`config.mk`:
```
export PLATFORM = sky130hd
export DESIGN_NAME = touch_slider_position_top_flat
export DESIGN_NICKNAME = d
export VERILOG_FILES = /design/src/rtl/core/tsp_pkg.sv /design/src/rtl/core/tsp_if.sv /design/src/rtl/core/tsp_fifo.sv /design/src/rtl/core/tsp_front.sv /design/src/rtl/core/tsp_div.sv /design/src/rtl/core/tsp_back.sv /design/src/rtl/core/touch_slider_position_top.sv /design/src/flat_wrapper.sv
export SDC_FILE = /design/constraint.sdc
export NUM_CORES = 1
export LEC_CHECK = 0
export BUFFER_PORTS_ARGS = -buffer_cell sky130_fd_sc_hd__buf_2
export CORE_MARGIN = 8
export CORE_UTILIZATION = 40
export DETAILED_ROUTE_END_ITERATION = 7
export RECOVER_POWER = 50
export SLEW_MARGIN = 20
export SYNTH_ARGS = -nofsm -noshare
export SYNTH_HDL_FRONTEND = slang
export SYNTH_SLANG_ARGS = --single-unit
```
`constraint.sdc`:
```
create_clock -name clk -period 13.04 [get_ports clk]
set_clock_uncertainty 0.1 [all_clocks]
set_input_delay 1.304 -clock clk [delete_from_list [all_inputs] [get_ports clk]]
set_output_delay 1.304 -clock clk [all_outputs]
set_load 0.005 [all_outputs]
```
`src/rtl/core/tsp_pkg.sv`:
```
package tsp_pkg;

  // Defaults for the top-level parameters
  localparam int SAMPLE_BITS_DEF    = 16;
  localparam int POSITION_SCALE_DEF = 127;

  // Slider geometry and fixed field widths
  localparam int NUM_CH = 3;
  localparam int CH_W   = 2;
  localparam int POS_W  = 8;

  // Fixed part of a queue entry: press mask, round-done flag, next channel
  localparam int ENT_FIXED_W = NUM_CH + 1 + CH_W;

  // Depth of the queue between front and back
  localparam int QUEUE_DEPTH = 2;

  // Threshold reset values
  localparam int DOWN_THR_RESET = 2000;
  localparam int UP_THR_RESET   = 500;

  // Configuration register indexes
  localparam int CFG_IDX_W = 3;
  localparam logic [CFG_IDX_W-1:0] REG_BASELINE_CH0   = 3'd0;
  localparam logic [CFG_IDX_W-1:0] REG_BASELINE_CH1   = 3'd1;
  localparam logic [CFG_IDX_W-1:0] REG_BASELINE_CH2   = 3'd2;
  localparam logic [CFG_IDX_W-1:0] REG_DOWN_THRESHOLD = 3'd3;
  localparam logic [CFG_IDX_W-1:0] REG_UP_THRESHOLD   = 3'd4;

  // Scan channel codes
  localparam logic [CH_W-1:0] CH0 = 2'd0;
  localparam logic [CH_W-1:0] CH1 = 2'd1;
  localparam logic [CH_W-1:0] CH2 = 2'd2;

endpackage

```
`src/rtl/core/tsp_if.sv`:
```
// Sample channel: one touch reading per transfer
interface tsp_in_if #(
  parameter int SAMPLE_BITS = 16
);
  logic                   valid;
  logic                   ready;
  logic [SAMPLE_BITS-1:0] sample;

  modport source (output valid, output sample, input ready);
  modport sink   (input valid, input sample, output ready);
endinterface

// Result channel: one result per accepted sample
interface tsp_out_if #(
  parameter int SAMPLE_BITS = 16
);
  logic                   valid;
  logic                   ready;
  logic signed [7:0]      position;
  logic [2:0]             press_mask;
  logic                   position_updated;
  logic [1:0]             next_channel;
  logic [SAMPLE_BITS-1:0] channel_drop;

  modport source (output valid, output position, output press_mask,
                  output position_updated, output next_channel,
                  output channel_drop, input ready);
  modport sink   (input valid, input position, input press_mask,
                  input position_updated, input next_channel,
                  input channel_drop, output ready);
endinterface

```
`src/rtl/core/tsp_fifo.sv`:
```
module tsp_fifo
  import tsp_pkg::*;
#(
  parameter int WIDTH = 8,
  parameter int DEPTH = QUEUE_DEPTH
) (
  input  logic             clk,
  input  logic             rst_n,
  input  logic             wr_en,
  input  logic [WIDTH-1:0] wr_data,
  output logic             wr_ready,
  input  logic             rd_en,
  output logic [WIDTH-1:0] rd_data,
  output logic             rd_valid
);

  localparam int PTR_W = (DEPTH > 1) ? $clog2(DEPTH) : 1;
  localparam int CNT_W = $clog2(DEPTH + 1);

  logic [WIDTH-1:0] mem_r [DEPTH];
  logic [PTR_W-1:0] wr_ptr_r;
  logic [PTR_W-1:0] rd_ptr_r;
  logic [CNT_W-1:0] count_r;
  logic             do_wr;
  logic             do_rd;

  assign wr_ready = (count_r != CNT_W'(DEPTH));
  assign rd_valid = (count_r != '0);
  assign rd_data  = mem_r[rd_ptr_r];
  assign do_wr    = wr_en && wr_ready;
  assign do_rd    = rd_en && rd_valid;

  // Pointers and fill count
  always_ff @(posedge clk) begin
    if (!rst_n) begin
      wr_ptr_r <= '0;
      rd_ptr_r <= '0;
      count_r  <= '0;
    end else begin
      if (do_wr) begin
        wr_ptr_r <= (wr_ptr_r == PTR_W'(DEPTH - 1)) ? '0 : wr_ptr_r + 1'b1;
      end
      if (do_rd) begin
        rd_ptr_r <= (rd_ptr_r == PTR_W'(DEPTH - 1)) ? '0 : rd_ptr_r + 1'b1;
      end
      if (do_wr && !do_rd) begin
        count_r <= count_r + 1'b1;
      end else if (do_rd && !do_wr) begin
        count_r <= count_r - 1'b1;
      end
    end
  end

  // Entry storage
  always_ff @(posedge clk) begin
    if (do_wr) begin
      mem_r[wr_ptr_r] <= wr_data;
    end
  end

endmodule

```
`src/rtl/core/tsp_front.sv`:
```
module tsp_front
  import tsp_pkg::*;
#(
  parameter int SAMPLE_BITS = SAMPLE_BITS_DEF
) (
  input  logic                                   clk,
  input  logic                                   rst_n,
  tsp_in_if.sink                                 in_ch,
  input  logic                                   cfg_we,
  input  logic [CFG_IDX_W-1:0]                   cfg_idx,
  input  logic [SAMPLE_BITS-1:0]                 cfg_data,
  output logic                                   q_push,
  output logic [3*SAMPLE_BITS+ENT_FIXED_W-1:0]   q_data,
  input  logic                                   q_ready
);

  typedef struct packed {
    logic [SAMPLE_BITS-1:0] drop;
    logic [SAMPLE_BITS-1:0] d0;
    logic [SAMPLE_BITS-1:0] d1;
    logic [NUM_CH-1:0]      mask;
    logic                   done;
    logic [CH_W-1:0]        next_ch;
  } tsp_ent_t;

  logic [SAMPLE_BITS-1:0] base_r [NUM_CH];
  logic [SAMPLE_BITS-1:0] down_thr_r;
  logic [SAMPLE_BITS-1:0] up_thr_r;
  logic [CH_W-1:0]        scan_r;
  logic [NUM_CH-1:0]      flags_r;
  logic [SAMPLE_BITS-1:0] drops_r [NUM_CH];

  logic [SAMPLE_BITS-1:0] base;
  logic [SAMPLE_BITS-1:0] drop;
  logic [NUM_CH-1:0]      ch_bit;
  logic [NUM_CH-1:0]      flags_nxt;
  logic                   done;
  logic [CH_W-1:0]        scan_nxt;
  tsp_ent_t               ent;

  assign in_ch.ready = q_ready;
  assign q_push      = in_ch.valid && q_ready;

  // Baseline of the channel being scanned
  always_comb begin
    unique case (scan_r)
      CH0:     base = base_r[0];
      CH1:     base = base_r[1];
      default: base = base_r[2];
    endcase
  end

  // Drop below baseline, floored at zero
  assign drop = (base > in_ch.sample) ? base - in_ch.sample : '0;

  // Press hysteresis: release test first
  assign ch_bit = NUM_CH'(1) << scan_r;
  always_comb begin
    flags_nxt = flags_r;
    if (drop < up_thr_r) begin
      flags_nxt = flags_r & ~ch_bit;
    end else if (drop > down_thr_r) begin
      flags_nxt = flags_r | ch_bit;
    end
  end

  assign done     = (scan_r == CH2);
  assign scan_nxt = done ? CH0 : scan_r + 1'b1;

  // Queue entry; the closing sample supplies the channel 2 drop itself
  always_comb begin
    ent.drop    = drop;
    ent.d0      = drops_r[0];
    ent.d1      = drops_r[1];
    ent.mask    = flags_nxt;
    ent.done    = done;
    ent.next_ch = scan_nxt;
  end
  assign q_data = ent;

  // Scan state, press flags and configuration registers
  always_ff @(posedge clk) begin
    if (!rst_n) begin
      scan_r     <= CH0;
      flags_r    <= '0;
      base_r[0]  <= '0;
      base_r[1]  <= '0;
      base_r[2]  <= '0;
      down_thr_r <= SAMPLE_BITS'(DOWN_THR_RESET);
      up_thr_r   <= SAMPLE_BITS'(UP_THR_RESET);
    end else begin
      if (q_push) begin
        scan_r  <= scan_nxt;
        flags_r <= flags_nxt;
      end
      if (cfg_we) begin
        unique case (cfg_idx)
          REG_BASELINE_CH0:   base_r[0]  <= cfg_data;
          REG_BASELINE_CH1:   base_r[1]  <= cfg_data;
          REG_BASELINE_CH2:   base_r[2]  <= cfg_data;
          REG_DOWN_THRESHOLD: down_thr_r <= cfg_data;
          REG_UP_THRESHOLD:   up_thr_r   <= cfg_data;
          default: ;
        endcase
      end
    end
  end

  // Per-channel drop store, written before it is read in each round
  always_ff @(posedge clk) begin
    if (q_push) begin
      unique case (scan_r)
        CH0:     drops_r[0] <= drop;
        CH1:     drops_r[1] <= drop;
        default: drops_r[2] <= drop;
      endcase
    end
  end

endmodule

```
`src/rtl/core/tsp_div.sv`:
```
module tsp_div #(
  parameter int W = 18
) (
  input  logic         clk,
  input  logic         rst_n,
  input  logic         start,
  input  logic [W-1:0] dividend,
  input  logic [W-1:0] divisor,
  output logic         done,
  output logic [W-1:0] quotient
);

  localparam int CNT_W = $clog2(W);

  logic             busy_r;
  logic             done_r;
  logic [CNT_W-1:0] cnt_r;
  logic [W-1:0]     rem_r;
  logic [W-1:0]     quo_r;
  logic [W-1:0]     dvs_r;

  logic [W:0]       shifted;
  logic             ge;
  logic [W-1:0]     rem_nxt;

  assign done     = done_r;
  assign quotient = quo_r;

  // One restoring step per cycle
  assign shifted = {rem_r, quo_r[W-1]};
  assign ge      = (shifted >= {1'b0, dvs_r});
  assign rem_nxt = ge ? W'(shifted - {1'b0, dvs_r}) : shifted[W-1:0];

  // Control
  always_ff @(posedge clk) begin
    if (!rst_n) begin
      busy_r <= 1'b0;
      done_r <= 1'b0;
      cnt_r  <= '0;
    end else begin
      done_r <= 1'b0;
      if (start) begin
        busy_r <= 1'b1;
        cnt_r  <= '0;
      end else if (busy_r) begin
        cnt_r <= cnt_r + 1'b1;
        if (cnt_r == CNT_W'(W - 1)) begin
          busy_r <= 1'b0;
          done_r <= 1'b1;
        end
      end
    end
  end

  // Datapath
  always_ff @(posedge clk) begin
    if (start) begin
      rem_r <= '0;
      quo_r <= dividend;
      dvs_r <= divisor;
    end else if (busy_r) begin
      rem_r <= rem_nxt;
      quo_r <= {quo_r[W-2:0], ge};
    end
  end

endmodule

```
`src/rtl/core/tsp_back.sv`:
```
module tsp_back
  import tsp_pkg::*;
#(
  parameter int SAMPLE_BITS    = SAMPLE_BITS_DEF,
  parameter int POSITION_SCALE = POSITION_SCALE_DEF
) (
  input  logic                                   clk,
  input  logic                                   rst_n,
  input  logic                                   q_valid,
  input  logic [3*SAMPLE_BITS+ENT_FIXED_W-1:0]   q_data,
  output logic                                   q_pop,
  tsp_out_if.source                              out_ch
);

  localparam int DW = SAMPLE_BITS + 2;

  // Reciprocal of the scale, exact floor division for any DW-bit sum
  localparam int SCALE_SH = DW + $clog2(POSITION_SCALE);
  localparam int RW       = DW + 1;
  localparam int PW       = DW + RW;
  localparam longint unsigned RECIP_L =
    ((64'd1 << SCALE_SH) + 64'(POSITION_SCALE) - 64'd1) / 64'(POSITION_SCALE);
  localparam logic [RW-1:0] RECIP = RW'(RECIP_L);

  typedef struct packed {
    logic [SAMPLE_BITS-1:0] drop;
    logic [SAMPLE_BITS-1:0] d0;
    logic [SAMPLE_BITS-1:0] d1;
    logic [NUM_CH-1:0]      mask;
    logic                   done;
    logic [CH_W-1:0]        next_ch;
  } tsp_ent_t;

  typedef enum logic [3:0] {
    S_IDLE  = 4'b0001,
    S_SCALE = 4'b0010,
    S_RATIO = 4'b0100,
    S_FIN   = 4'b1000
  } bk_state_t;

  tsp_ent_t               ent;
  bk_state_t              state_r, state_nxt;
  logic signed [POS_W-1:0] held_r;
  logic signed [POS_W-1:0] pos_r, pos_nxt;
  logic [NUM_CH-1:0]      mask_r;
  logic [CH_W-1:0]        next_r;
  logic [SAMPLE_BITS-1:0] drop_r;
  logic [SAMPLE_BITS-1:0] mag_r;
  logic                   neg_r;
  logic [DW-1:0]          sum_r;

  logic                   out_vld_r;
  logic signed [POS_W-1:0] out_pos_r;
  logic [NUM_CH-1:0]      out_mask_r;
  logic                   out_upd_r;
  logic [CH_W-1:0]        out_next_r;
  logic [SAMPLE_BITS-1:0] out_drop_r;

  logic                   out_free;
  logic                   ld_out;
  logic                   ld_fin;
  logic                   latch;
  logic                   div_start;
  logic [DW-1:0]          div_a;
  logic [DW-1:0]          div_b;
  logic                   div_done;
  logic [DW-1:0]          div_quo;
  logic [DW-1:0]          sum;
  logic [PW-1:0]          scaled;
  logic [DW-1:0]          den;
  logic signed [POS_W-1:0] mag_c;
  logic signed [POS_W-1:0] ratio_pos;

  assign ent = q_data;

  assign out_ch.valid            = out_vld_r;
  assign out_ch.position         = out_pos_r;
  assign out_ch.press_mask       = out_mask_r;
  assign out_ch.position_updated = out_upd_r;
  assign out_ch.next_channel     = out_next_r;
  assign out_ch.channel_drop     = out_drop_r;

  assign out_free = !out_vld_r || out_ch.ready;

  // Drop sum at full width
  assign sum = DW'(ent.d0) + DW'(ent.d1) + DW'(ent.drop);

  // Divisor: latched sum over the scale, by reciprocal multiply
  assign scaled = PW'(sum_r) * PW'(RECIP);
  assign den    = DW'(scaled >> SCALE_SH);

  // Ratio result, clamped and signed
  assign mag_c = (div_quo > DW'(POSITION_SCALE)) ? POS_W'(POSITION_SCALE)
                                                 : POS_W'(div_quo);
  assign ratio_pos = neg_r ? -mag_c : mag_c;

  tsp_div #(.W(DW)) u_div (
    .clk      (clk),
    .rst_n    (rst_n),
    .start    (div_start),
    .dividend (div_a),
    .divisor  (div_b),
    .done     (div_done),
    .quotient (div_quo)
  );

  // Sequencer: plain samples pass; pressed closing samples scale, divide at most once
  always_comb begin
    state_nxt = state_r;
    pos_nxt   = pos_r;
    q_pop     = 1'b0;
    ld_out    = 1'b0;
    ld_fin    = 1'b0;
    latch     = 1'b0;
    div_start = 1'b0;
    div_a     = DW'(mag_r);
    div_b     = den;
    unique case (state_r)
      S_IDLE: begin
        if (q_valid) begin
          if (!ent.done) begin
            if (out_free) begin
              q_pop  = 1'b1;
              ld_out = 1'b1;
            end
          end else begin
            q_pop = 1'b1;
            latch = 1'b1;
            if (ent.mask == '0) begin
              pos_nxt   = '0;
              state_nxt = S_FIN;
            end else begin
              state_nxt = S_SCALE;
            end
          end
        end
      end
      S_SCALE: begin
        if (den == '0) begin
          pos_nxt   = held_r;
          state_nxt = S_FIN;
        end else begin
          div_start = 1'b1;
          state_nxt = S_RATIO;
        end
      end
      S_RATIO: begin
        if (div_done) begin
          pos_nxt   = ratio_pos;
          state_nxt = S_FIN;
        end
      end
      S_FIN: begin
        if (out_free) begin
          ld_fin    = 1'b1;
          state_nxt = S_IDLE;
        end
      end
      default: state_nxt = S_IDLE;
    endcase
  end

  // Control state
  always_ff @(posedge clk) begin
    if (!rst_n) begin
      state_r   <= S_IDLE;
      held_r    <= '0;
      out_vld_r <= 1'b0;
    end else begin
      state_r <= state_nxt;
      if (ld_fin) begin
        held_r <= pos_r;
      end
      if (ld_out || ld_fin) begin
        out_vld_r <= 1'b1;
      end else if (out_ch.ready) begin
        out_vld_r <= 1'b0;
      end
    end
  end

  // Closing-sample context and output register
  always_ff @(posedge clk) begin
    pos_r <= pos_nxt;
    if (latch) begin
      mask_r <= ent.mask;
      next_r <= ent.next_ch;
      drop_r <= ent.drop;
      sum_r  <= sum;
      neg_r  <= (ent.d0 > ent.drop);
      mag_r  <= (ent.drop >= ent.d0) ? ent.drop - ent.d0 : ent.d0 - ent.drop;
    end
    if (ld_out) begin
      out_pos_r  <= held_r;
      out_mask_r <= ent.mask;
      out_upd_r  <= 1'b0;
      out_next_r <= ent.next_ch;
      out_drop_r <= ent.drop;
    end else if (ld_fin) begin
      out_pos_r  <= pos_r;
      out_mask_r <= mask_r;
      out_upd_r  <= 1'b1;
      out_next_r <= next_r;
      out_drop_r <= drop_r;
    end
  end

endmodule

```
`src/rtl/core/touch_slider_position_top.sv`:
```
// Flow: a sample that does not close a scan round passes through the queue into the
// output register; a round-closing sample with a press has its drop sum scaled by a
// reciprocal multiply, then one bit-serial divide forms the ratio.
// Samples transfer back to back until the 2-entry queue fills; the back end takes no
// new sample until the result of a closing sample is loaded.
// Reset (rst_n low, synchronous): channel 0, no press flags, position 0, thresholds 2000/500.
module touch_slider_position_top
  import tsp_pkg::*;
#(
  parameter int SAMPLE_BITS    = SAMPLE_BITS_DEF,
  parameter int POSITION_SCALE = POSITION_SCALE_DEF
) (
  input  logic                   clk,
  input  logic                   rst_n,
  tsp_in_if.sink                 in_ch,
  tsp_out_if.source              out_ch,
  input  logic                   cfg_we,
  input  logic [CFG_IDX_W-1:0]   cfg_idx,
  input  logic [SAMPLE_BITS-1:0] cfg_data
);

  localparam int ENT_W = 3 * SAMPLE_BITS + ENT_FIXED_W;

  logic             q_push;
  logic             q_ready;
  logic [ENT_W-1:0] q_wdata;
  logic             q_pop;
  logic             q_valid;
  logic [ENT_W-1:0] q_rdata;

  // Front: baseline subtract, hysteresis, scan sequencing
  tsp_front #(.SAMPLE_BITS(SAMPLE_BITS)) u_front (
    .clk      (clk),
    .rst_n    (rst_n),
    .in_ch    (in_ch),
    .cfg_we   (cfg_we),
    .cfg_idx  (cfg_idx),
    .cfg_data (cfg_data),
    .q_push   (q_push),
    .q_data   (q_wdata),
    .q_ready  (q_ready)
  );

  // Queue between front and back
  tsp_fifo #(.WIDTH(ENT_W), .DEPTH(QUEUE_DEPTH)) u_fifo (
    .clk      (clk),
    .rst_n    (rst_n),
    .wr_en    (q_push),
    .wr_data  (q_wdata),
    .wr_ready (q_ready),
    .rd_en    (q_pop),
    .rd_data  (q_rdata),
    .rd_valid (q_valid)
  );

  // Back: position update and result register
  tsp_back #(
    .SAMPLE_BITS    (SAMPLE_BITS),
    .POSITION_SCALE (POSITION_SCALE)
  ) u_back (
    .clk     (clk),
    .rst_n   (rst_n),
    .q_valid (q_valid),
    .q_data  (q_rdata),
    .q_pop   (q_pop),
    .out_ch  (out_ch)
  );

endmodule
```
`src/flat_wrapper.sv`:
```
// flat-port wrapper written by rule: the top's interface ports become plain ports
module touch_slider_position_top_flat import tsp_pkg::*;
#(
  parameter int SAMPLE_BITS    = SAMPLE_BITS_DEF,
  parameter int POSITION_SCALE = POSITION_SCALE_DEF
)
  (clk, rst_n, cfg_we, cfg_idx, cfg_data, in_ch_valid, in_ch_sample, in_ch_ready, out_ch_valid, out_ch_position, out_ch_press_mask, out_ch_position_updated, out_ch_next_channel, out_ch_channel_drop, out_ch_ready);
  tsp_in_if #(.SAMPLE_BITS(SAMPLE_BITS)) in_ch_i ();
  tsp_out_if #(.SAMPLE_BITS(SAMPLE_BITS)) out_ch_i ();
  input  logic clk;
  input  logic rst_n;
  input  logic cfg_we;
  input  logic [CFG_IDX_W-1:0] cfg_idx;
  input  logic [SAMPLE_BITS-1:0] cfg_data;
  input wire logic [$bits(in_ch_i.valid)-1:0] in_ch_valid;
  input wire logic [$bits(in_ch_i.sample)-1:0] in_ch_sample;
  output wire logic [$bits(in_ch_i.ready)-1:0] in_ch_ready;
  output wire logic [$bits(out_ch_i.valid)-1:0] out_ch_valid;
  output wire logic [$bits(out_ch_i.position)-1:0] out_ch_position;
  output wire logic [$bits(out_ch_i.press_mask)-1:0] out_ch_press_mask;
  output wire logic [$bits(out_ch_i.position_updated)-1:0] out_ch_position_updated;
  output wire logic [$bits(out_ch_i.next_channel)-1:0] out_ch_next_channel;
  output wire logic [$bits(out_ch_i.channel_drop)-1:0] out_ch_channel_drop;
  input wire logic [$bits(out_ch_i.ready)-1:0] out_ch_ready;
  assign in_ch_i.valid = in_ch_valid;
  assign in_ch_i.sample = in_ch_sample;
  assign in_ch_ready = in_ch_i.ready;
  assign out_ch_valid = out_ch_i.valid;
  assign out_ch_position = out_ch_i.position;
  assign out_ch_press_mask = out_ch_i.press_mask;
  assign out_ch_position_updated = out_ch_i.position_updated;
  assign out_ch_next_channel = out_ch_i.next_channel;
  assign out_ch_channel_drop = out_ch_i.channel_drop;
  assign out_ch_i.ready = out_ch_ready;
  touch_slider_position_top #(.SAMPLE_BITS(SAMPLE_BITS), .POSITION_SCALE(POSITION_SCALE)) u_core (.clk(clk), .rst_n(rst_n), .in_ch(in_ch_i), .out_ch(out_ch_i), .cfg_we(cfg_we), .cfg_idx(cfg_idx), .cfg_data(cfg_data));
endmodule
```
# After elaboration in Yosys (flattened, before gate mapping)
# Memories as Yosys holds them, arrays and structs flattened. A register that Yosys moved wholly into a read port is not among the register bits.
# Cells that the tools add are included.
# totals
register_bits	203
mem_bits_rw	204
elab_cells	199
mem_count	3
# memory_table
memory	depth	word_bits	read_ports	rd_ports_with_merged_regs	wr	line	rtl
u_core.u_fifo.mem_r	2	54	1	1	1	tsp_fifo.sv:20	logic [WIDTH-1:0] mem_r [DEPTH];
u_core.u_front.base_r	3	16	3	0	3	tsp_front.sv:26	logic [SAMPLE_BITS-1:0] base_r [NUM_CH];
u_core.u_front.drops_r	3	16	2	0	1	tsp_front.sv:31	logic [SAMPLE_BITS-1:0] drops_r [NUM_CH];
# op_classes
add_sub_neg	13
multipliers	1
magnitude_cmp	7
n_eq_ne	18
shifts	1
muxes	90
bitwise_logic	8
n_reduce_logical	29
# op_table
op	count
$mux 16	11
$mux 8	9
$mux 1	49
$gt 16x16->1	3
$sub 16x16->16	3
$mul 18x19->37 const B	1
$pmux 16 s2	1
$reduce_or 16->1	2
$mux 4	6
$pmux 8 s3	1
$ge 19x12->1	1
$add 17x16->18	1
$gt 18x7->1 const B	1
$logic_not 18->1	1
$mux 18	1
$sub 18x12->18	1
$add 16x16->17	1
$ge 16x16->1	1
$lt 16x16->1	1
$pmux 4 s4	1
$mux 2	7
$mux 3	4
$ne 2x2->1 const B	5
$reduce_bool 2->1	5
other kinds (33)	50

# Depth between registers and ports, before layout
# Gate-level depths: netlist of the first run.
# logic_depth
ltp_word	10
depth_mapped	28
ltp_nobuf	26

# By module
# From an unflattened synthesis of the first run, not the netlist that was laid out.
# unflattened
cells_unflattened	1943
area_unflattened_um2	22392.7
# by_module_without_submodules
mod	instances	cells_per_inst	area_each_um2	seq_area_each_um2
tsp_back	1	833	8662.1	3072.9
tsp_front	1	570	6088.3	3143.0
tsp_fifo	1	192	4136.5	3343.2
tsp_div	1	348	3505.9	1581.5

# Worst setup path before layout of the first run
# No wires, ideal clock.
# synth_path
path_kind	input to register
start	in in_ch_sample[0]
end	mem u_core.u_fifo.mem_r[0][3] (netlist bit) (data pin)
arrival_ns	5.762
t_required_ns	12.654
slack_ns	6.892
path_stages	23
n_path_buf	0
path_cell_list	ha_1 fa_1 nor2b_1 o21ai_0 a21boi_0 o21ai_0 a21boi_0 o21ai_0 a21o_1 a21o_1 a21o_1 nor3b_1 ha_1 a21o_1 a21o_1 a21o_1 a21o_1 a21o_1 a21o_1 a21oi_1 a31oi_1 o21ai_0 a31oi_1
# synth_between
elab_chain_cells	5
elab_cells_between_ends	7
# synth_lines
element	line	rtl
from (decl)	flat_wrapper.sv:16	input wire logic [$bits(in_ch_i.sample)-1:0] in_ch_sample;
$sub 16x16->16 / $gt 16x16->1 (equally long branches)	tsp_front.sv:54	assign drop = (base > in_ch.sample) ? base - in_ch.sample : '0;
$mux 16 (*)	tsp_front.sv:54	
via u_core.q_wdata[47]	touch_slider_position_top.sv:26	logic [ENT_W-1:0] q_wdata;
$gt 16x16->1	tsp_front.sv:62	end else if (drop > down_thr_r) begin
$mux 3	tsp_front.sv:62	
$mux 3 (*)	tsp_front.sv:60	if (drop < up_thr_r) begin
via u_core.q_wdata[3]	touch_slider_position_top.sv:26	
to (decl)	tsp_fifo.sv:20	
# The timed path passes the listed nets; every way through them passes the cells marked *.

==> results of run 1 <==
## worst max-delay path: stages, from the launching register on
cell      delay (ps)
dfxtp_1          310
clkbuf_1        2610
mux2i_1         1020
fa_1             710
nand3b_1         180
a32oi_1          220
o21ai_0          100
nand2_1          690
inv_1            420
a221o_1          480
a22o_1           190
a211o_1          320
o2111a_1         240
a211oi_1         240
## layer usage
layer	share of wire, %	vias up	GRT usage, %	wire length (um)
met2	49	228	26.8	23400
li1	-	6921	-	-
met3	3.7	78	2.69	1760
met5	0	-	0	0
met4	2.4	0	4.40	1150
met1	44	6739	19.5	21100
## layout by cell type (no fill, tap or decap), types with 22 or more instances in the layout
cell	synthesis	routed
a21o_1	46	46
clkbuf_16	0	45
nor3_1	42	42
a21oi_1	116	116
inv_1	170	171
mux2i_1	80	80
buf_2	1	41
fa_1	35	35
dfxtp_1	83	83
edfxtp_1	309	309
nor2_1	127	126
xnor2_1	34	34
a211oi_1	22	22
xor2_1	27	27
o211ai_1	23	23
mux2_2	44	43
ha_1	190	190
nand2_1	126	126
clkbuf_1	45	57
o21ai_0	68	68
## through the flow
step	setup slack [ps]	power (uW)	utilization, %
4_1_cts	5980	7050	45.6
3_5_place_dp	5900	5750	42.8
5_1_grt	4300	7590	45.3
2_1_floorplan	6890	4750	-
3_3_place_gp	6030	5690	42.8
6_report	4960	6980	45.3
## report_power, final
group	total, uW	internal [uW]	switching [uW]	leakage, uW
Clock	1260	762	497	0.000705
Combinational	3720	1530	2190	0.00528
Sequential	2000	1850	151	0.00358
Total	6980	4140	2840	0.00956
## kinds of logic after synthesis
| family | count (synthesis) | share of synthesized area, % |
|---|---|---|
| mux | 124 | 6.07 |
| xor+xnor | 61 | 2.50 |
| buf+inv | 230 | 4.22 |
| flops | 392 | 51.2 |
| simple gates | 451 | 10.1 |
| fa+ha+maj | 225 | 14.4 |
| compound gates | 379 | 11.5 |
## state kept, by name (all words and copies together), names as in the netlist, 4 cells and up, named ones only
name	cells
u_core.u_back.drop_r	16
u_core.u_back.held_r	8
u_core.u_back.mag_r	16
u_core.u_back.out_ch.channel_drop	16
u_core.u_back.out_ch.position	8
u_core.u_back.pos_r	8
u_core.u_back.state_r	4
u_core.u_back.sum_r	18
u_core.u_back.u_div.cnt_r	5
u_core.u_back.u_div.dvs_r	12
u_core.u_back.u_div.quotient	18
u_core.u_back.u_div.rem_r	18
u_core.u_fifo.mem_r	108
u_core.u_front.base_r	48
u_core.u_front.down_thr_r	16
u_core.u_front.drops_r	32
u_core.u_front.up_thr_r	16
## final cells by class
class / count / share of cell area (%)
repair buffers: 88 / 1.71
multi-input cells: 1240 / 40.0
clock buffers: 66 / 5.22
well taps: 688 / 3.61
flip-flops and latches: 392 / 45.8
inverters: 171 / 2.69
clock inverters: 15 / 0.944
## worst paths after layout
path,start,end,slack (ps),cells past startpoint
setup / recovery,flop,u_core.u_back.mag_r[14],4960,13
hold / removal,u_core.u_front.drops_r[0][3],u_core.u_fifo.mem_r[0][25],340,0
setup reg to reg,flop,u_core.u_back.mag_r[14],4960,13
hold reg to reg,u_core.u_front.drops_r[0][3],u_core.u_fifo.mem_r[0][25],340,0
==> results.yml, run 1 <==
setup_path:
  critPathKind: "reg -> reg"
  critPathArrivalTime_ps: 8370
  critPathLaunchType: "flop"
  crit_path_end_kind: "flop"
  crit_fanout: 54
  critPathRequiredTime_ps: 13330
clock_tree:
  cts_inserted_buffers: 44
  clk_pin_slew_ps: 60
  cts_buffer_depth: 3
  cts_setup_buffers: 0
  tritoncts: "yes"
  cts.sinks: 392
  post_cts_resized: 0
  cts.htree.levels: 2
  clock_latency_ps: 580
  cts_hold_buffers: 0
  root_buffer: "clkbuf_16"
grt:
  grt_overflow: 0
  grt_max_degree: 57
  grt_pass1_wl_um: 75800
  grt_pass1_vias: 14100
  antenna_found_initial: 1
  globalRouteTotalUtil_pct: 15.4
timing:
  min_period_ps: 8080
  setup_viol: 0
  fmax_mhz: 124
  slew_viol_final: 217
  post-route-period-util_pct: 62.0
  hold_violations: 0
  worstMarginPinSlew_ps: 3750
  grt_setup_unrepaired: "no"
  relSlewSlack_pct: -150
  holdWs_ps: 336
  setup-tns-final_ps: 0
die:
  die_y_um: 247
  num_rows: 84
  io_pins: 72
  dieArea_um2: 61100
  core_um2: 52700
  die_w_um: 247
  start_util_pct: 40.6
route:
  wl_per_cell_um: 17.8
  vias: 14000
  first_pass_iters: 7
  drt-total-wl_um: 47300
  via_per_inst: 5.25
  drt.antenna.violating_nets: 0
  drtIter0Drc: 707
  drc: 0
synth:
  synth_common_cells: "edfxtp_1 (309), ha_1 (190), inv_1 (170)"
  synth_ff_type: "edfxtp_1"
  synth_top_cell_by_area: "edfxtp_1"
  ys.warnings.count: 0
  ys_top_cells_by_area: "edfxtp_1 (43%), ha_1 (11%), dfxtp_1 (7.8%)"
  yosysMostFrequentCell: "edfxtp_1"
  syn_area_per_cell_um2: 11.5
  ys_async_sr_fraction_pct: 0
  synth_top_cell_area_share_pct: 43.4
  synthCells: 1862
  ys_seq_elements: 392
  synth_cell_types: 71
  ys_seq_area_share_pct: 51.2
  syn_area_um2: 21400
  synth_edf_count: 309
  synth_nets: 2127
layout:
  multiInputGateArea_um2: 9540
  final_cells: 2660
  num_antenna_cells: 0
  final_area_um2: 23900
  nets: 2202
  drive_gt1_share_pct: 8.87
  area_delta_synth_final_pct: 11.7
  nFillCells: 4859
  regArea_um2: 10900
job:
  drv_cap: 5
placed_design:
  port_buffers: 71
  place_congestion: 0.869
  hpwlAfterDp_um: 34900
  post_dp_cell_area_um2: 22500
  dp_cells: 2579
power_and_ir_drop:
  vdd_drop_max_mv: 0.115
  power.density_nw_per_um2: 293
  p_leak_uw: 0.00956
status:
  failed_checks: "capacitance limit, slew limit"
  outcome: "finished, violations left"
hold_path:
  hp-class: "reg -> reg"
No activity file was read; power rests on OpenSTA's default activity.
==> run 2, diff against run 1 <==
==> constraint.sdc (replaced) <==
create_clock -name clk -period 7 [get_ports clk]
set_clock_uncertainty 0.1 [all_clocks]
set_input_delay 0.7 -clock clk [delete_from_list [all_inputs] [get_ports clk]]
set_output_delay 0.7 -clock clk [all_outputs]
set_load 0.005 [all_outputs]
==> results.yml, run 2 (synthesized netlist as in run 1, its figures left out) <==
timing:
  holdWs_ps: 292
  setup-tns-final_ps: 0
  setup_viol: 0
  hold_violations: 0
  relSlewSlack_pct: -110
  min_period_ps: 6360
  worstMarginPinSlew_ps: 3150
  slew_viol_final: 136
  fmax_mhz: 157
  post-route-period-util_pct: 90.8
  grt_setup_unrepaired: "no"
placed_design:
  port_buffers: 71
  dp_cells: 2589
  place_congestion: 0.877
  hpwlAfterDp_um: 35400
grt:
  grt_max_degree: 56
  grt_pass1_vias: 14400
  grt_overflow: 0
  grt_pass1_wl_um: 76700
  globalRouteTotalUtil_pct: 15.6
  antenna_found_initial: 0
layout:
  area_delta_synth_final_pct: 12.2
  num_antenna_cells: 0
  regMostFlops: "u_core.u_fifo.mem_r"
  final_cells: 2668
  drive_gt1_share_pct: 10.1
  nets: 2211
  top_regs: "u_core.u_fifo.mem_r: 108 flops, u_core.u_front.base_r: 48 flops, u_core.u_front.drops_r: 32 flops"
  largest_reg_flops: 108
  final_common_cell: "edfxtp_1"
  layout_common_cells: "edfxtp_1 (309), ha_1 (190), inv_1 (171)"
die:
  die_w_um: 247
  io_pins: 72
  num_rows: 84
  start_util_pct: 40.6
  die_y_um: 247
  dieArea_um2: 61100
  core_um2: 52700
route:
  drtIter0Drc: 749
  vias: 14000
  first_pass_iters: 5
  wl_per_cell_um: 17.9
  drt-total-wl_um: 47800
  drt.antenna.violating_nets: 0
  drc: 0
  via_per_inst: 5.25
clock_tree:
  cts_inserted_buffers: 43
  root_buffer: "clkbuf_16"
  cts.htree.levels: 2
  cts_hold_buffers: 0
  tritoncts: "yes"
  cts_setup_buffers: 0
  post_cts_resized: 0
  cts.sinks: 392
  clock_latency_ps: 580
  clk_pin_slew_ps: 60
  cts_buffer_depth: 3
setup_path:
  critPathArrivalTime_ps: 6740
  critPathKind: "reg -> reg"
  cpPeakStageDelay_ps: 690
  cpMostUsedCell: "a21o_1"
  critPathRequiredTime_ps: 7390
  slowest_stage: "nor3_1"
  critPathLaunchType: "flop"
  crit_path_end_kind: "flop"
  crit_fanout: 15
job:
  drv_cap: 4
power_and_ir_drop:
  p_leak_uw: 0.00962
  power.density_nw_per_um2: 546
  vdd_drop_max_mv: 0.240
status:
  outcome: "finished, violations left"
  failed_checks: "capacitance limit, slew limit"
hold_path:
  hp-class: "in -> reg"
## run 2: cell count changes in the layout (fill, tap and decap cells not counted), sizes merged
cell      delta
bufinv       +1
buf          +9
clkinvlp     +4
clkinv      +10
clkbuf      -16
## run 2: area by class of cell
type | instances | area [um2]
Fill cell | 4840 | 28700
Sequential cell | 392 | 10900
Multi-Input combinational cell | 1240 | 9560
Clock buffer | 49 | 1150
Tap cell | 688 | 861
Inverter | 171 | 642
Timing Repair Buffer | 98 | 475
Clock inverter | 30 | 357
## run 2: path summary, 6_finish.rpt
kind | start | to | slack (ps) | depth (start not counted)
min | cfg_data[15] | u_core.u_front.up_thr_r[15] | 290 | 3
min reg2reg | u_core.u_front.drops_r[0][24] | u_core.u_fifo.mem_r[1][14] | 340 | 0
max reg2reg | u_core.u_front.scan_r[0] | u_core.u_front.flags_r[2] | 640 | 25
max | u_core.u_front.scan_r[0] | u_core.u_front.flags_r[2] | 640 | 25
## run 2: layer usage
metal  global-route usage [%]  wire [um]
met1                     19.2      21300
met2                     28.1      24200
met3                     2.59       1450
met4                     3.81        885
met5                        0          0
## run 2: where the power goes
part           switching [uW]  internal, uW
Clock                     952          1420
Sequential                319          3440
Combinational            4090          2860
## run 2: worst max-delay path, delay by kind of cell, from the launching register on
family / cells / cell delay [ps]
and+or+nand+nor: 4 / 1540
DFF: 1 / 670
AOI/OAI and AO/OA: 17 / 2910
muxes: 1 / 140
adders and majority gates: 3 / 890
## run 2: per-stage QoR
step	cell area [um2]	util (%)	worst slack [ps]	power, uW
global route	24000	45.5	84.7	14200
CTS	24100	45.8	442	13200
finish	24000	45.5	641	13100
floorplan	21400	-	900	8840
detailed placement	22600	43.0	466	10800
global placement	22600	43.0	653	10600
==> run 3, diff against run 2 <==
--- a/config.mk
+++ b/config.mk
@@ -5,6 +5,7 @@
 export SDC_FILE = /design/constraint.sdc
 export NUM_CORES = 1
 export LEC_CHECK = 0
+export ABC_AREA = 1
 export BUFFER_PORTS_ARGS = -buffer_cell sky130_fd_sc_hd__buf_2
 export CORE_MARGIN = 8
 export CORE_UTILIZATION = 40
==> results.yml, run 3 <==
layout:
  layout_common_cells: "nand2_1 (400), edfxtp_1 (309), inv_1 (297)"
  drive_gt1_share_pct: 8.46
  final_cells: 3049
  regArea_um2: 10900
  area_delta_synth_final_pct: 11.4
  top_regs: "u_core.u_fifo.mem_r: 108 flops, u_core.u_front.base_r: 48 flops, u_core.u_front.drops_r: 32 flops"
  num_antenna_cells: 0
  nFillCells: 5090
  final_common_cell: "nand2_1"
  multiInputGateArea_um2: 9400
  largest_reg_flops: 108
  regMostFlops: "u_core.u_fifo.mem_r"
  nets: 2584
setup_path:
  critPathRequiredTime_ps: 7220
  critPathBufInv: 2
  rr_endpoint: "u_core.u_fifo.mem_r[1][4]"
  cpMostUsedCell: "nand2_1"
  crit_fanout: 17
  critPathTopFamily: "compound AO/OA/AOI/OAI gates"
  critPathArrivalTime_ps: 5750
  r2r-start: "u_core.u_front.scan_r[1]"
  cpPeakStageDelay_ps: 570
  endpoint: "u_core.u_fifo.mem_r[1][4]"
  crit_cells: 26
  critPathLaunch: "u_core.u_front.scan_r[1]"
  crit_path_end_kind: "flop"
  ff2ff_setup_slack_ps: 1470
  reg2regPathDepth: 26
  slowest_stage: "clkinv_1"
  critPathKind: "reg -> reg"
  critPathLaunchType: "flop"
route:
  drt.antenna.violating_nets: 0
  drc: 0
  wl_per_cell_um: 16.7
  drtIter0Drc: 957
  via_per_inst: 5.06
  vias: 15400
  drt-total-wl_um: 51000
  first_pass_iters: 5
timing:
  min_period_ps: 5530
  post-route-period-util_pct: 79.0
  setup-tns-final_ps: 0
  worstMarginPinSlew_ps: 3130
  fmax_mhz: 181
  setup_viol: 0
  hold_violations: 0
  grt_setup_unrepaired: "no"
  relSlewSlack_pct: -109
  slew_viol_final: 167
clock_tree:
  root_buffer: "clkbuf_16"
  tritoncts: "yes"
  post_cts_resized: 0
  clock_latency_ps: 570
  cts_inserted_buffers: 42
  cts.htree.levels: 2
  clk_pin_slew_ps: 60
  cts_hold_buffers: 0
  cts.sinks: 392
  cts_buffer_depth: 3
  cts_setup_buffers: 0
synth:
  ys_seq_area_share_pct: 50.4
  yosysMostFrequentCell: "nand2_1"
  ys_seq_elements: 392
  synth_cell_types: 57
  ys.warnings.count: 0
  ys_async_sr_fraction_pct: 0
  synth_common_cells: "nand2_1 (401), edfxtp_1 (309), inv_1 (297)"
  synth_top_cell_by_area: "edfxtp_1"
  ys_top_cells_by_area: "edfxtp_1 (43%), ha_1 (11%), dfxtp_1 (7.7%)"
  syn_area_um2: 21700
  syn_area_per_cell_um2: 9.68
  synthCells: 2241
  synth_ff_type: "edfxtp_1"
  synth_edf_count: 309
  synth_nets: 2506
  synth_top_cell_area_share_pct: 42.8
grt:
  grt_max_degree: 57
  antenna_found_initial: 0
  globalRouteTotalUtil_pct: 16.2
  grt_pass1_wl_um: 82400
  grt_pass1_vias: 15600
  grt_overflow: 0
status:
  outcome: "finished, violations left"
  failed_checks: "capacitance limit, slew limit"
die:
  die_y_um: 249
  die_w_um: 249
  dieArea_um2: 61900
  start_util_pct: 40.4
  io_pins: 72
  core_um2: 53700
  num_rows: 85
job:
  drv_cap: 3
placed_design:
  dp_cells: 2971
  port_buffers: 71
  hpwlAfterDp_um: 38700
  place_congestion: 0.896
hold_path:
  hp-class: "in -> reg"
==> run 3: routing by layer <==
layer | GRT usage (%) | vias up | share of wire [%]
met5 | 0 | - | 0
met4 | 4.49 | 0 | 2.5
met3 | 2.69 | 77 | 3.3
met2 | 28.7 | 261 | 49
met1 | 20.2 | 7292 | 45
li1 | - | 7791 | -
==> run 3: worst register-to-register path, cell delays in order, from the launching register on <==
cell      delay, ps
dfxtp_1         340
nor2_1          270
clkinv_1        570
o22ai_1         350
nor2_1           80
ha_1            350
a21oi_1         190
nand2_1          70
nand2_1          70
nand2_1          50
a21oi_1         220
nor2_1           70
nor2_1           90
o21bai_1        120
a31oi_1         310
o21ai_0         180
nand2_1          90
nand2_1          40
nor2_1          430
ha_1            350
nand2_1          90
nor2_1           50
a211oi_1        210
o221a_2         330
nand3_1         100
nand2_1         110
inv_1            60
==> run 3: logic make-up (layout without fill, tap and decap cells) <==
kind of cell	Yosys count	count (layout)	share of synthesized area, %
simple gates	749	749	14.5
compound gates	463	463	12.1
flops	392	392	50.4
buf+inv	354	466	6.38
fa+ha+maj	225	225	14.2
xor+xnor	51	51	2.06
mux	7	7	0.335
==> run 3: layout make-up <==
cell class,instances,area share (%)
sequential,392,45.3
multi-input combinational,1495,38.9
clock buffer,62,5.04
inverter,302,4.70
tap,696,3.60
timing repair buffer,86,1.68
clock inverter,16,0.772
==> run 3: how the worst min path moves through the flow <==
stage | start | end | slack [ps] | cells past startpoint
6_report | cfg_data[5] | u_core.u_front.up_thr_r[5] | 270 | 3
5_1_grt | cfg_data[9] | u_core.u_front.down_thr_r[9] | 280 | 3
4_1_cts | cfg_data[5] | u_core.u_front.up_thr_r[5] | 240 | 3
3_5_place_dp | u_core.u_front.drops_r[0][30] | u_core.u_fifo.mem_r[1][20] | 330 | 0
3_3_place_gp | u_core.u_front.drops_r[0][13] | u_core.u_fifo.mem_r[1][35] | 320 | 0
2_1_floorplan | u_core.u_front.drops_r[0][20] | u_core.u_fifo.mem_r[0][10] | 320 | 0
==> run 3: stage by stage <==
step | cell area (um2) | hold slack (ps) | util, % | worst slack [ps]
floorplan | 21700 | 321 | - | 977
CTS | 24200 | 239 | 45.1 | 1500
finish | 24200 | 270 | 45.0 | 1470
global route | 24200 | 279 | 45.0 | 909
detailed placement | 22800 | 330 | 42.5 | 1570
global placement | 22800 | 324 | 42.5 | 1690
Power of run 3 is not shown: default switching activity piles up to over one toggle a cycle in this logic, so the estimate is an artifact.
